<file path="config.mk">
export PLATFORM = sky130hd
export DESIGN_NAME = modexp_ctrl
export DESIGN_NICKNAME = d
export VERILOG_FILES = /design/src/sv/modexp_pkg.sv /design/src/sv/modexp_ctrl.sv
export SDC_FILE = /design/constraint.sdc
export NUM_CORES = 1
export LEC_CHECK = 0
export ABC_AREA = 1
export BUFFER_PORTS_ARGS = -buffer_cell sky130_fd_sc_hd__buf_4
export CAP_MARGIN = 20
export CORE_AREA = 3 3 40 42
export DETAILED_ROUTE_END_ITERATION = 16
export DIE_AREA = 0 0 43 45
export MAX_ROUTING_LAYER = met4
export PLACE_DENSITY = 0.49
export SLEW_MARGIN = 0
export SYNTH_ARGS = -nofsm -noshare
export SYNTH_HDL_FRONTEND = slang
export SYNTH_SLANG_ARGS = --single-unit
export TNS_END_PERCENT = 5
</file>
<file path="constraint.sdc">
create_clock -name clk -period 3 [get_ports clk]
set_clock_uncertainty 0.15 [all_clocks]
set_input_delay 0.3 -clock clk [delete_from_list [all_inputs] [get_ports clk]]
set_output_delay 0.3 -clock clk [all_outputs]
set_load 0.02 [all_outputs]
</file>
<file path="src/sv/modexp_pkg.sv">
package modexp_pkg;

    // defaults for the top-level parameters
    localparam int WIDTH_DEF     = 32;
    localparam int EXP_WIDTH_DEF = 64;

    // fixed field widths
    localparam int BASE_W  = 64;
    localparam int EXPIN_W = 64;
    localparam int OUT_W   = 32;
    localparam int CFG_W   = 32;
    localparam int PADDR_W = 3;

    // reduction step counter, holds up to BASE_W
    localparam int STEP_W = $clog2(BASE_W + 1);

    // register map
    localparam logic [31:0] RESET_MODULUS = 32'd23;
    localparam logic [0:0]  REG_MODULUS   = 1'b0;

    typedef enum logic [2:0] {
        ST_IDLE,
        ST_BASE_START,
        ST_BASE_WAIT,
        ST_MUL,
        ST_MUL_START,
        ST_MUL_WAIT,
        ST_FINISH
    } state_t;

    typedef struct packed {
        logic load_item;
        logic start_base;
        logic update_base;
        logic start_mul;
        logic update_step;
        logic load_out;
    } cmd_t;

    typedef struct packed {
        logic red_done;
        logic exp_zero;
    } status_t;

endpackage

</file>
<file path="src/sv/modexp_ctrl.sv">
module modexp_ctrl (
    input  logic                clk,
    input  logic                rst_n,
    input  logic                in_valid,
    output logic                in_ready,
    output logic                out_valid,
    input  logic                out_ready,
    input  modexp_pkg::status_t status,
    output modexp_pkg::cmd_t    cmd
);

    modexp_pkg::state_t state_reg, state_next;
    logic               out_valid_reg, out_valid_next;

    // next state and commands
    always_comb
    begin
        state_next = state_reg;
        cmd        = '0;
        in_ready   = 1'b0;
        case (state_reg)
            modexp_pkg::ST_IDLE:
            begin
                in_ready = 1'b1;
                if (in_valid)
                begin
                    cmd.load_item = 1'b1;
                    state_next    = modexp_pkg::ST_BASE_START;
                end
            end
            modexp_pkg::ST_BASE_START:
            begin
                cmd.start_base = 1'b1;
                state_next     = modexp_pkg::ST_BASE_WAIT;
            end
            modexp_pkg::ST_BASE_WAIT:
            begin
                if (status.red_done)
                begin
                    cmd.update_base = 1'b1;
                    state_next      = modexp_pkg::ST_MUL;
                end
            end
            modexp_pkg::ST_MUL:
            begin
                if (status.exp_zero)
                begin
                    state_next = modexp_pkg::ST_FINISH;
                end
                else
                begin
                    state_next = modexp_pkg::ST_MUL_START;
                end
            end
            modexp_pkg::ST_MUL_START:
            begin
                cmd.start_mul = 1'b1;
                state_next    = modexp_pkg::ST_MUL_WAIT;
            end
            modexp_pkg::ST_MUL_WAIT:
            begin
                if (status.red_done)
                begin
                    cmd.update_step = 1'b1;
                    state_next      = modexp_pkg::ST_MUL;
                end
            end
            modexp_pkg::ST_FINISH:
            begin
                if (!out_valid_reg || out_ready)
                begin
                    cmd.load_out = 1'b1;
                    state_next   = modexp_pkg::ST_IDLE;
                end
            end
            default:
            begin
                state_next = modexp_pkg::ST_IDLE;
            end
        endcase
    end

    // output item valid
    always_comb
    begin
        out_valid_next = out_valid_reg;
        if (cmd.load_out)
        begin
            out_valid_next = 1'b1;
        end
        else if (out_ready)
        begin
            out_valid_next = 1'b0;
        end
    end

    // state register
    always_ff @(posedge clk or negedge rst_n)
    begin
        if (!rst_n)
        begin
            state_reg     <= modexp_pkg::ST_IDLE;
            out_valid_reg <= 1'b0;
        end
        else
        begin
            state_reg     <= state_next;
            out_valid_reg <= out_valid_next;
        end
    end

    assign out_valid = out_valid_reg;

endmodule

</file>
# After elaboration in Yosys (flattened, before gate mapping)
# Index checks and enable logic that the tools add are counted.
# W data, S select, Z words.
totals:
  elab_cells: 34
  reg_bits: 4
  inputBits: 6
  output_inout_bits: 8
  mem_bits_ro: 0
  mem_bits_rw: 0
  latch_bits: 0
  n_memories: 0
classes:
  eq_ne: 9
  n_shift: 0
  multipliers: 0
  addsub: 0
  mux: 17
  reduce_logical: 6
  n_bitwise: 0
  n_lt_le_gt_ge: 0
  div: 0
op_table:
  columns: ["operator", "n"]
  rows:
  - ["$pmux W3 S6", 1]
  - ["$mux W1", 12]
  - ["$eq A3 B3 Y1 const B", 3]
  - ["$mux W3", 3]
  - ["$eq A3 B2 Y1 const B", 2]
  - ["$ne A2 B2 Y1 const B", 2]
  - ["$eq A3 B1 Y1 const B", 1]
  - ["$logic_not A3 Y1", 1]
  - ["$reduce_and A3 Y1", 1]
  - ["$mux W2", 1]
  - ["$ne A2 B1 Y1 const B", 1]
  - ["$reduce_bool A2 Y1", 1]
  - ["$reduce_or A2 Y1", 1]
  - ["$logic_not A1 Y1", 1]
  - ["$logic_or A1 B1 Y1", 1]

# Depth between registers and ports, before layout
# Gate-level depths: netlist of the first run.
depth:
  word_depth: 5
  mapped_depth: 9
  mapped_depth_nobuf: 8

# Least setup slack after synthesis of the first run
# Ideal clock, no wire load.
synth_timing:
  path_type: "reg2out"
  start: "register state_reg[1]"
  end: "output port cmd[2] in the netlist's numbering"
  slack_ps: 1524
  path_buffers: 1
  path_stages_with_launch: 3
  t_arrival_ps: 1026
  required_time_ps: 2550
  path_cell_list: "dfrtp_1 > buf_6 > nor3_1"
synth_rtl:
  columns: ["item", "line", "text"]
  rows:
  - ["start: declaration", "modexp_ctrl.sv:12", "modexp_pkg::state_t state_reg, state_next;"]
  - ["start signal: assignment", "modexp_ctrl.sv:102", "state_reg <= modexp_pkg::ST_IDLE;"]
  - ["start signal: assignment", "modexp_ctrl.sv:107", "state_reg <= state_next;"]
  - ["end: declaration", "modexp_ctrl.sv:9", "output modexp_pkg::cmd_t cmd"]

==> impl_metrics.env, run 1 <==
export IMPL_run_status="complete, no violations"
export IMPL_synth_compound_gate_area_share=0.0490
export IMPL_hold_violations=0
export IMPL_hold_path_class="primary input to flop"
export IMPL_drc_errors=0
export IMPL_synth_area_leaders="sky130_fd_sc_hd__dfrtp_1 (33%), sky130_fd_sc_hd__nand2_1 (16%), sky130_fd_sc_hd__inv_1 (9.8%)"
export IMPL_drt_iter0_drc=15
export IMPL_critical_path_max_fanout=10
export IMPL_start_util=0.239
export IMPL_grt_setup_unrepaired="no"
export IMPL_grt_first_pass_wirelength_mm=1.10
export IMPL_synthMuxAreaShare=0
export IMPL_place_hpwl_um=564
export IMPL_route_layer_met1_wl_um=332
export IMPL_synth_adder_area_share=0
export IMPL_routed_top_layer="met3"
export IMPL_dieArea_um2=1940
export IMPL_power_per_cell_area_nw_per_um2=1020
export IMPL_chipWidth_um=43
export IMPL_synthesis_nets=55
export IMPL_tritoncts_num_buffers=3
export IMPL_ys_warn_count=0
export IMPL_final_fill_count=157
export IMPL_critical_path_type="flop to output pin"
export IMPL_final_core_utilization=0.340
export IMPL_yosys_area_top_type="sky130_fd_sc_hd__dfrtp_1"
export IMPL_vias_after_detailed_routing=339
export IMPL_netlist_area_um2=307
export IMPL_cts_buffer_depth=2
export IMPL_synth_simple_gate_area_share=0.453
export IMPL_drv_max_cap_violation_count=0
export IMPL_worst_ep_required_time_ps=2550
export IMPL_synth_top_family_by_area="simple AND/OR/NAND/NOR gates"
export IMPL_critical_path_endpoint_type="output pin"
export IMPL_tritoncts_num_sinks=4
export IMPL_clkSlewWorstSetupHoldPaths_ps=40
export IMPL_fmax_ghz=0.587
export IMPL_report_final_setup_viol=0
export IMPL_num_io_pins=14
export IMPL_antenna_found_initial=0
export IMPL_tritoncts="built"
export IMPL_routabilityCongestion=0.678
export IMPL_startpoint_type="flop"
export IMPL_routed_wl_um=706
export IMPL_count_of_unique_library_cells_instantiated_by_yosys=14
export IMPL_grt_pass1_vias=281
export IMPL_vdd_drop_max_v=0.000345
export IMPL_synthXorXnorAreaFrac=0
export IMPL_synth_seq_cells=4
export IMPL_finalMaxSlewViolations=0
export IMPL_arrival_worst_endpoint_ps=1250
export IMPL_synthToLayoutAreaGrowth_pct=42.4
export IMPL_routed_wl_met2_um=338
export IMPL_largest_register_ffs=3
export IMPL_postRouteAntennaNets=0
export IMPL_cts_htree_levels=1
export IMPL_timing_hold_ws_ps=120
export IMPL_min_period_ps=1700
export IMPL_clock_latency_reported_for_the_late_side_of_the_worst_skew_pair_ps=230
export IMPL_cts_root_buffer_cell="sky130_fd_sc_hd__clkbuf_4"
export IMPL_place_port_buffers=13
export IMPL_gr_usage_all_layers=0.0825
export IMPL_syn_avg_cell_area_um2=6.26
export IMPL_synth_yosys_seq_area_share=0.327
export IMPL_setup_tns_final_ps=0
export IMPL_static_leakage_power_nw=0.256
export IMPL_drive_above_1_share=0.313
export IMPL_grt_start_max_net_pins=11
export IMPL_num_rows=13
export IMPL_insertedDiodeCount=0
export IMPL_grt_ovfl_total=0
export IMPL_cells_after_synthesis=49
export IMPL_post_cts_resized=0
export IMPL_yosys_area_top_type_share=0.327
export IMPL_design_core_area_um2=1280
export IMPL_detailedRoute_firstPassIterationCount=4
export IMPL_dieHeight_um=45
export IMPL_route_detailed_wl_per_inst_um=8.94
export IMPL_design_final_nets=72
export IMPL_timing_max_slew_rel_slack=0.792
export IMPL_routed_via_density=4.29
export IMPL_final_min_period_over_clock_period=0.568
export IMPL_worst_pin_slew_ps=312
export IMPL_wl_met3_um=35
==> timing repair <==
action | CTS | global route
setup buffers | 0 | 0
hold buffers | 1 | 0
hold endpoints to repair | 4 | 0
==> synth_stat cells <==
master / count
sky130_fd_sc_hd__a21oi_1: 2
sky130_fd_sc_hd__buf_4: 1
sky130_fd_sc_hd__buf_6: 1
sky130_fd_sc_hd__dfrtp_1: 4
sky130_fd_sc_hd__inv_1: 8
sky130_fd_sc_hd__inv_2: 1
sky130_fd_sc_hd__nand2_1: 13
sky130_fd_sc_hd__nand2_2: 2
sky130_fd_sc_hd__nand3_1: 4
sky130_fd_sc_hd__nand3_2: 1
sky130_fd_sc_hd__nand3b_1: 1
sky130_fd_sc_hd__nor2_1: 8
sky130_fd_sc_hd__nor3_1: 2
sky130_fd_sc_hd__o21ai_0: 1
==> cell families after synthesis <==
family	count (synthesis)
AND/OR/NAND/NOR	31
buffers and inverters	11
flip-flops	4
AO/OA/AOI/OAI	3
==> power by group <==
group	internal [mW]	switching (mW)
logic	0.105	0.151
registers	0.0800	0.0427
clock network	0.0448	0.0232
total	0.230	0.217
==> per-layer routing <==
layer  track usage  up-vias
met2         0.114       13
met3        0.0478        0
met4        0.0361        0
met1        0.0971      146
li1              -      180
met5             -        -
==> worst paths after layout <==
kind	startpoint	end	slack (ps)	cells past startpoint
max	state_reg[1]	cmd[0]	1300	5
max reg2reg	state_reg[1]	state_reg[2]	1690	6
max in group asynchronous	rst_n	state_reg[0]	2350	2
min reg2reg	out_valid	out_valid	400	2
min	out_ready	out_valid	120	2
min in group asynchronous	rst_n	out_valid	250	2
==> layout make-up <==
cell class | instances | area, um2 | area share
Clock buffer | 3 | 22.5 | 0.0516
Inverter | 9 | 33.8 | 0.0774
Multi-Input combinational cell | 34 | 154 | 0.352
Sequential cell | 4 | 100 | 0.229
Tap cell | 15 | 18.8 | 0.0430
Timing Repair Buffer | 14 | 108 | 0.246
==> layout by cell type, fill, tap and decap left out, drive strengths merged, types with 2 or more instances in the layout <==
| cell type | count |
|---|---|
| a21oi | 2 |
| buf | 13 |
| clkbuf | 3 |
| dfrtp | 4 |
| inv | 9 |
| nand2 | 15 |
| nand3 | 5 |
| nor2 | 8 |
| nor3 | 2 |
==> critical path: stages, from the launching register on <==
cell	delay (ps)
sky130_fd_sc_hd__dfrtp_1	510
sky130_fd_sc_hd__nand2_1	90
sky130_fd_sc_hd__nor2_1	120
sky130_fd_sc_hd__inv_1	70
sky130_fd_sc_hd__nor2_1	80
sky130_fd_sc_hd__buf_4	140
==> per-stage QoR <==
stage | power [mW] | worst slack (ps) | cells | instance area [um2]
global route | 0.488 | 1160 | 79 | 437
finish | 0.447 | 1300 | 79 | 437
global placement | 0.380 | 1530 | 75 | 404
CTS | 0.454 | 1280 | 79 | 437
detailed placement | 0.379 | 1540 | 75 | 404
floorplan | 0.310 | 1520 | 49 | 307
Note: power is estimated with default switching activity, not from simulation.
==> run 2, diff against run 1 <==
--- a/config.mk
+++ b/config.mk
@@ -5,14 +5,14 @@
 export SDC_FILE = /design/constraint.sdc
 export NUM_CORES = 1
 export LEC_CHECK = 0
-export ABC_AREA = 1
+export ABC_AREA = 0
 export BUFFER_PORTS_ARGS = -buffer_cell sky130_fd_sc_hd__buf_4
 export CAP_MARGIN = 20
 export CORE_AREA = 3 3 40 42
 export DETAILED_ROUTE_END_ITERATION = 16
 export DIE_AREA = 0 0 43 45
 export MAX_ROUTING_LAYER = met4
-export PLACE_DENSITY = 0.49
+export PLACE_DENSITY = 0.45
 export SLEW_MARGIN = 0
 export SYNTH_ARGS = -nofsm -noshare
 export SYNTH_HDL_FRONTEND = slang
==> constraint.sdc (replaced) <==
create_clock -name clk -period 1.6 [get_ports clk]
set_clock_uncertainty 0.15 [all_clocks]
set_input_delay 0.16 -clock clk [delete_from_list [all_inputs] [get_ports clk]]
set_output_delay 0.16 -clock clk [all_outputs]
set_load 0.02 [all_outputs]
==> run 2 against run 1 <==
Effect of this change:
- synthesized cell count is 37% lower
- critical path depth decreased by 2
- cell count decreased by 19%
- worst hold slack got worse by 110 ps
- core utilization fell by 1.4 points
- critical path type unchanged
- sequential power rose by 92%
- sequential cell count did not move
- via count fell by 17%
- power grew 88%
- sequential share of layout area is 1.9 points higher
- largest cell class is now non-clock buffers
==> impl_metrics.env, run 2 <==
export IMPL_run_status="complete, no violations"
export IMPL_vdd_drop_max_v=0.000706
export IMPL_routed_via_density=4.38
export IMPL_syn_avg_cell_area_um2=8.27
export IMPL_timing_hold_ws_ps=12.2
export IMPL_final_core_utilization=0.326
export IMPL_internal_power_mw=0.478
export IMPL_grt_first_pass_wirelength_mm=1.17
export IMPL_synth_seq_cells=4
export IMPL_worst_ep_required_time_ps=1290
export IMPL_routed_wl_um=738
export IMPL_gr_usage_all_layers=0.0870
export IMPL_tritoncts_num_sinks=4
export IMPL_num_io_pins=14
export IMPL_timing_max_slew_rel_slack=0.824
export IMPL_synth_top_flop_cell="sky130_fd_sc_hd__dfrtp_1"
export IMPL_synthToLayoutAreaGrowth_pct=63.4
export IMPL_synth_edff_count=0
export IMPL_yosys_top_cells_count="sky130_fd_sc_hd__dfrtp_1 (4), sky130_fd_sc_hd__nor3_1 (3)"
export IMPL_most_used_standard_cell_by_instance_count_after_synthesis="sky130_fd_sc_hd__dfrtp_1"
export IMPL_drc_errors=0
export IMPL_power_net_switching_mw=0.363
export IMPL_power_frac_comb=0.572
export IMPL_cells_after_synthesis=31
export IMPL_synth_area_leaders="sky130_fd_sc_hd__dfrtp_1 (39%), sky130_fd_sc_hd__nor3_1 (5.9%), sky130_fd_sc_hd__buf_4 (5.9%)"
export IMPL_grt_busiest_layer="met2"
export IMPL_crit_path_top_delay_cell="sky130_fd_sc_hd__dfrtp_2"
export IMPL_final_cell_mix="sky130_fd_sc_hd__buf_4 (17), sky130_fd_sc_hd__nor3_1 (3), sky130_fd_sc_hd__clkbuf_4 (3), sky130_fd_sc_hd__dfrtp_2 (3)"
export IMPL_clkPwrFrac=0.148
export IMPL_cts_htree_levels=1
export IMPL_tritoncts="built"
export IMPL_total_power_mw=0.841
export IMPL_count_of_unique_library_cells_instantiated_by_yosys=19
export IMPL_final_fill_count=143
export IMPL_num_rows=13
export IMPL_clock_latency_reported_for_the_late_side_of_the_worst_skew_pair_ps=230
export IMPL_vias_after_detailed_routing=280
export IMPL_netlist_area_um2=256
export IMPL_hold_violations=0
export IMPL_critical_path_type="flop to output pin"
export IMPL_dieArea_um2=1940
export IMPL_startpoint_type="flop"
export IMPL_design_core_area_um2=1280
export IMPL_grt_met3_usage=0.0159
export IMPL_ys_warn_count=0
export IMPL_biggest_cell_delay_along_the_critical_path_ps=460
export IMPL_start_util=0.200
export IMPL_route_detailed_wl_per_inst_um=11.5
export IMPL_critical_path_endpoint_type="output pin"
export IMPL_clkSlewWorstSetupHoldPaths_ps=40
export IMPL_min_period_ps=1480
export IMPL_grt_ovfl_total=0
export IMPL_finalMaxSlewViolations=0
export IMPL_detailedRoute_firstPassIterationCount=2
export IMPL_antenna_found_initial=0
export IMPL_switching_share=0.432
export IMPL_asyncSetResetFlopFracSynth=1.00
export IMPL_place_port_buffers=13
export IMPL_setup_tns_final_ps=0
export IMPL_power_per_cell_area_nw_per_um2=2010
export IMPL_critical_path_max_fanout=9
export IMPL_static_leakage_power_nw=0.211
export IMPL_routabilityCongestion=0.759
export IMPL_grt_setup_unrepaired="no"
export IMPL_yosys_area_top_type_share=0.390
export IMPL_synthesis_nets=37
export IMPL_design_final_nets=57
export IMPL_chipWidth_um=43
export IMPL_arrival_worst_endpoint_ps=1170
export IMPL_drv_max_cap_violation_count=0
export IMPL_insertedDiodeCount=0
export IMPL_cts_root_buffer_cell="sky130_fd_sc_hd__clkbuf_4"
export IMPL_drt_iter0_drc=2
export IMPL_synth_yosys_seq_area_share=0.390
export IMPL_fmax_ghz=0.674
export IMPL_grt_use_met1=0.0878
export IMPL_grt_start_max_net_pins=12
export IMPL_cts_buffer_depth=2
export IMPL_grt_pass1_vias=279
export IMPL_cp_cell_sequence="nand2b_1 > nor3_1 > buf_4"
export IMPL_final_min_period_over_clock_period=0.927
export IMPL_grt_use_met2=0.147
export IMPL_yosys_area_top_type="sky130_fd_sc_hd__dfrtp_1"
export IMPL_worst_pin_slew_ps=260
export IMPL_report_final_setup_viol=0
export IMPL_tritoncts_num_buffers=3
export IMPL_seq_power_share=0.281
export IMPL_postRouteAntennaNets=0
export IMPL_largest_register_ffs=3
export IMPL_drive_above_1_share=0.531
export IMPL_dieHeight_um=45
export IMPL_hold_path_class="primary input to flop"
export IMPL_mostFrequentLayoutCell="sky130_fd_sc_hd__buf_4"
[run 2: cell count changes after synthesis, sizes merged, moves of 2 or more]
cell	before	now
inv	9	2
nand2	15	2
nand2b	0	2
nand3	5	1
nor2	8	2
nor2b	0	2
nor3	2	4
o21ai	1	3
[run 2: kinds of logic after synthesis]
logic type	synth area share
and+or+nand+nor	0.332
buffers and inverters	0.107
AOI/OAI and AO/OA	0.171
DFF	0.390
[run 2: per-stage QoR]
stage,setup WS [ps],instances,area [um2]
after floorplan,191,31,256
after CTS,43.6,60,385
after detailed placement,303,56,353
after global routing,17.4,64,419
final,117,64,419
after global placement,325,56,353
[run 2: routing by layer]
layer | share of wire | vias to the layer above
met5 | 0 | -
met4 | 0 | 0
met3 | 0.049 | 0
met2 | 0.56 | 7
met1 | 0.39 | 126
li1 | - | 147
[run 2: final timing paths]
check	startpoint	endpoint	slack [ps]	cells after the start
max	state_reg[1]	cmd[5]	120	3
min	status[1]	state_reg[2]	10	2
max reg2reg	state_reg[1]	state_reg[0]	450	3
min reg2reg	state_reg[0]	state_reg[1]	470	2
max in group asynchronous	rst_n	state_reg[0]	1070	2
min in group asynchronous	rst_n	state_reg[1]	110	2
[run 2: power groups by stage]
| stage | sequential (mW) | combinational (mW) | clock, mW |
|---|---|---|---|
| floorplan | 0.190 | 0.315 | 0 |
| global placement | 0.238 | 0.393 | 0 |
| detailed placement | 0.244 | 0.396 | 0 |
| CTS | 0.245 | 0.401 | 0.134 |
| global route | 0.250 | 0.522 | 0.136 |
| finish | 0.236 | 0.481 | 0.124 |
[run 2: what timing repair did]
action	CTS	global route
hold buffers	1	0
resized for setup	0	3
endpoints found under the setup margin	0	2
hold endpoints to repair	4	0
buffers inserted	0	4
[run 2: area by class of cell]
| cell class | count | area, um2 | share of cell area |
|---|---|---|---|
| Tap cell | 15 | 18.8 | 0.0448 |
| Sequential cell | 4 | 104 | 0.248 |
| Timing Repair Buffer | 18 | 138 | 0.328 |
| Inverter | 2 | 7.51 | 0.0179 |
| Multi-Input combinational cell | 22 | 129 | 0.307 |
| Clock buffer | 3 | 22.5 | 0.0537 |
[run 2: worst max-delay path: cells and delay by family (launching register included)]
kind	cells	cell delay [ps]
buf+inv	1	170
flops	1	460
simple gates	2	310
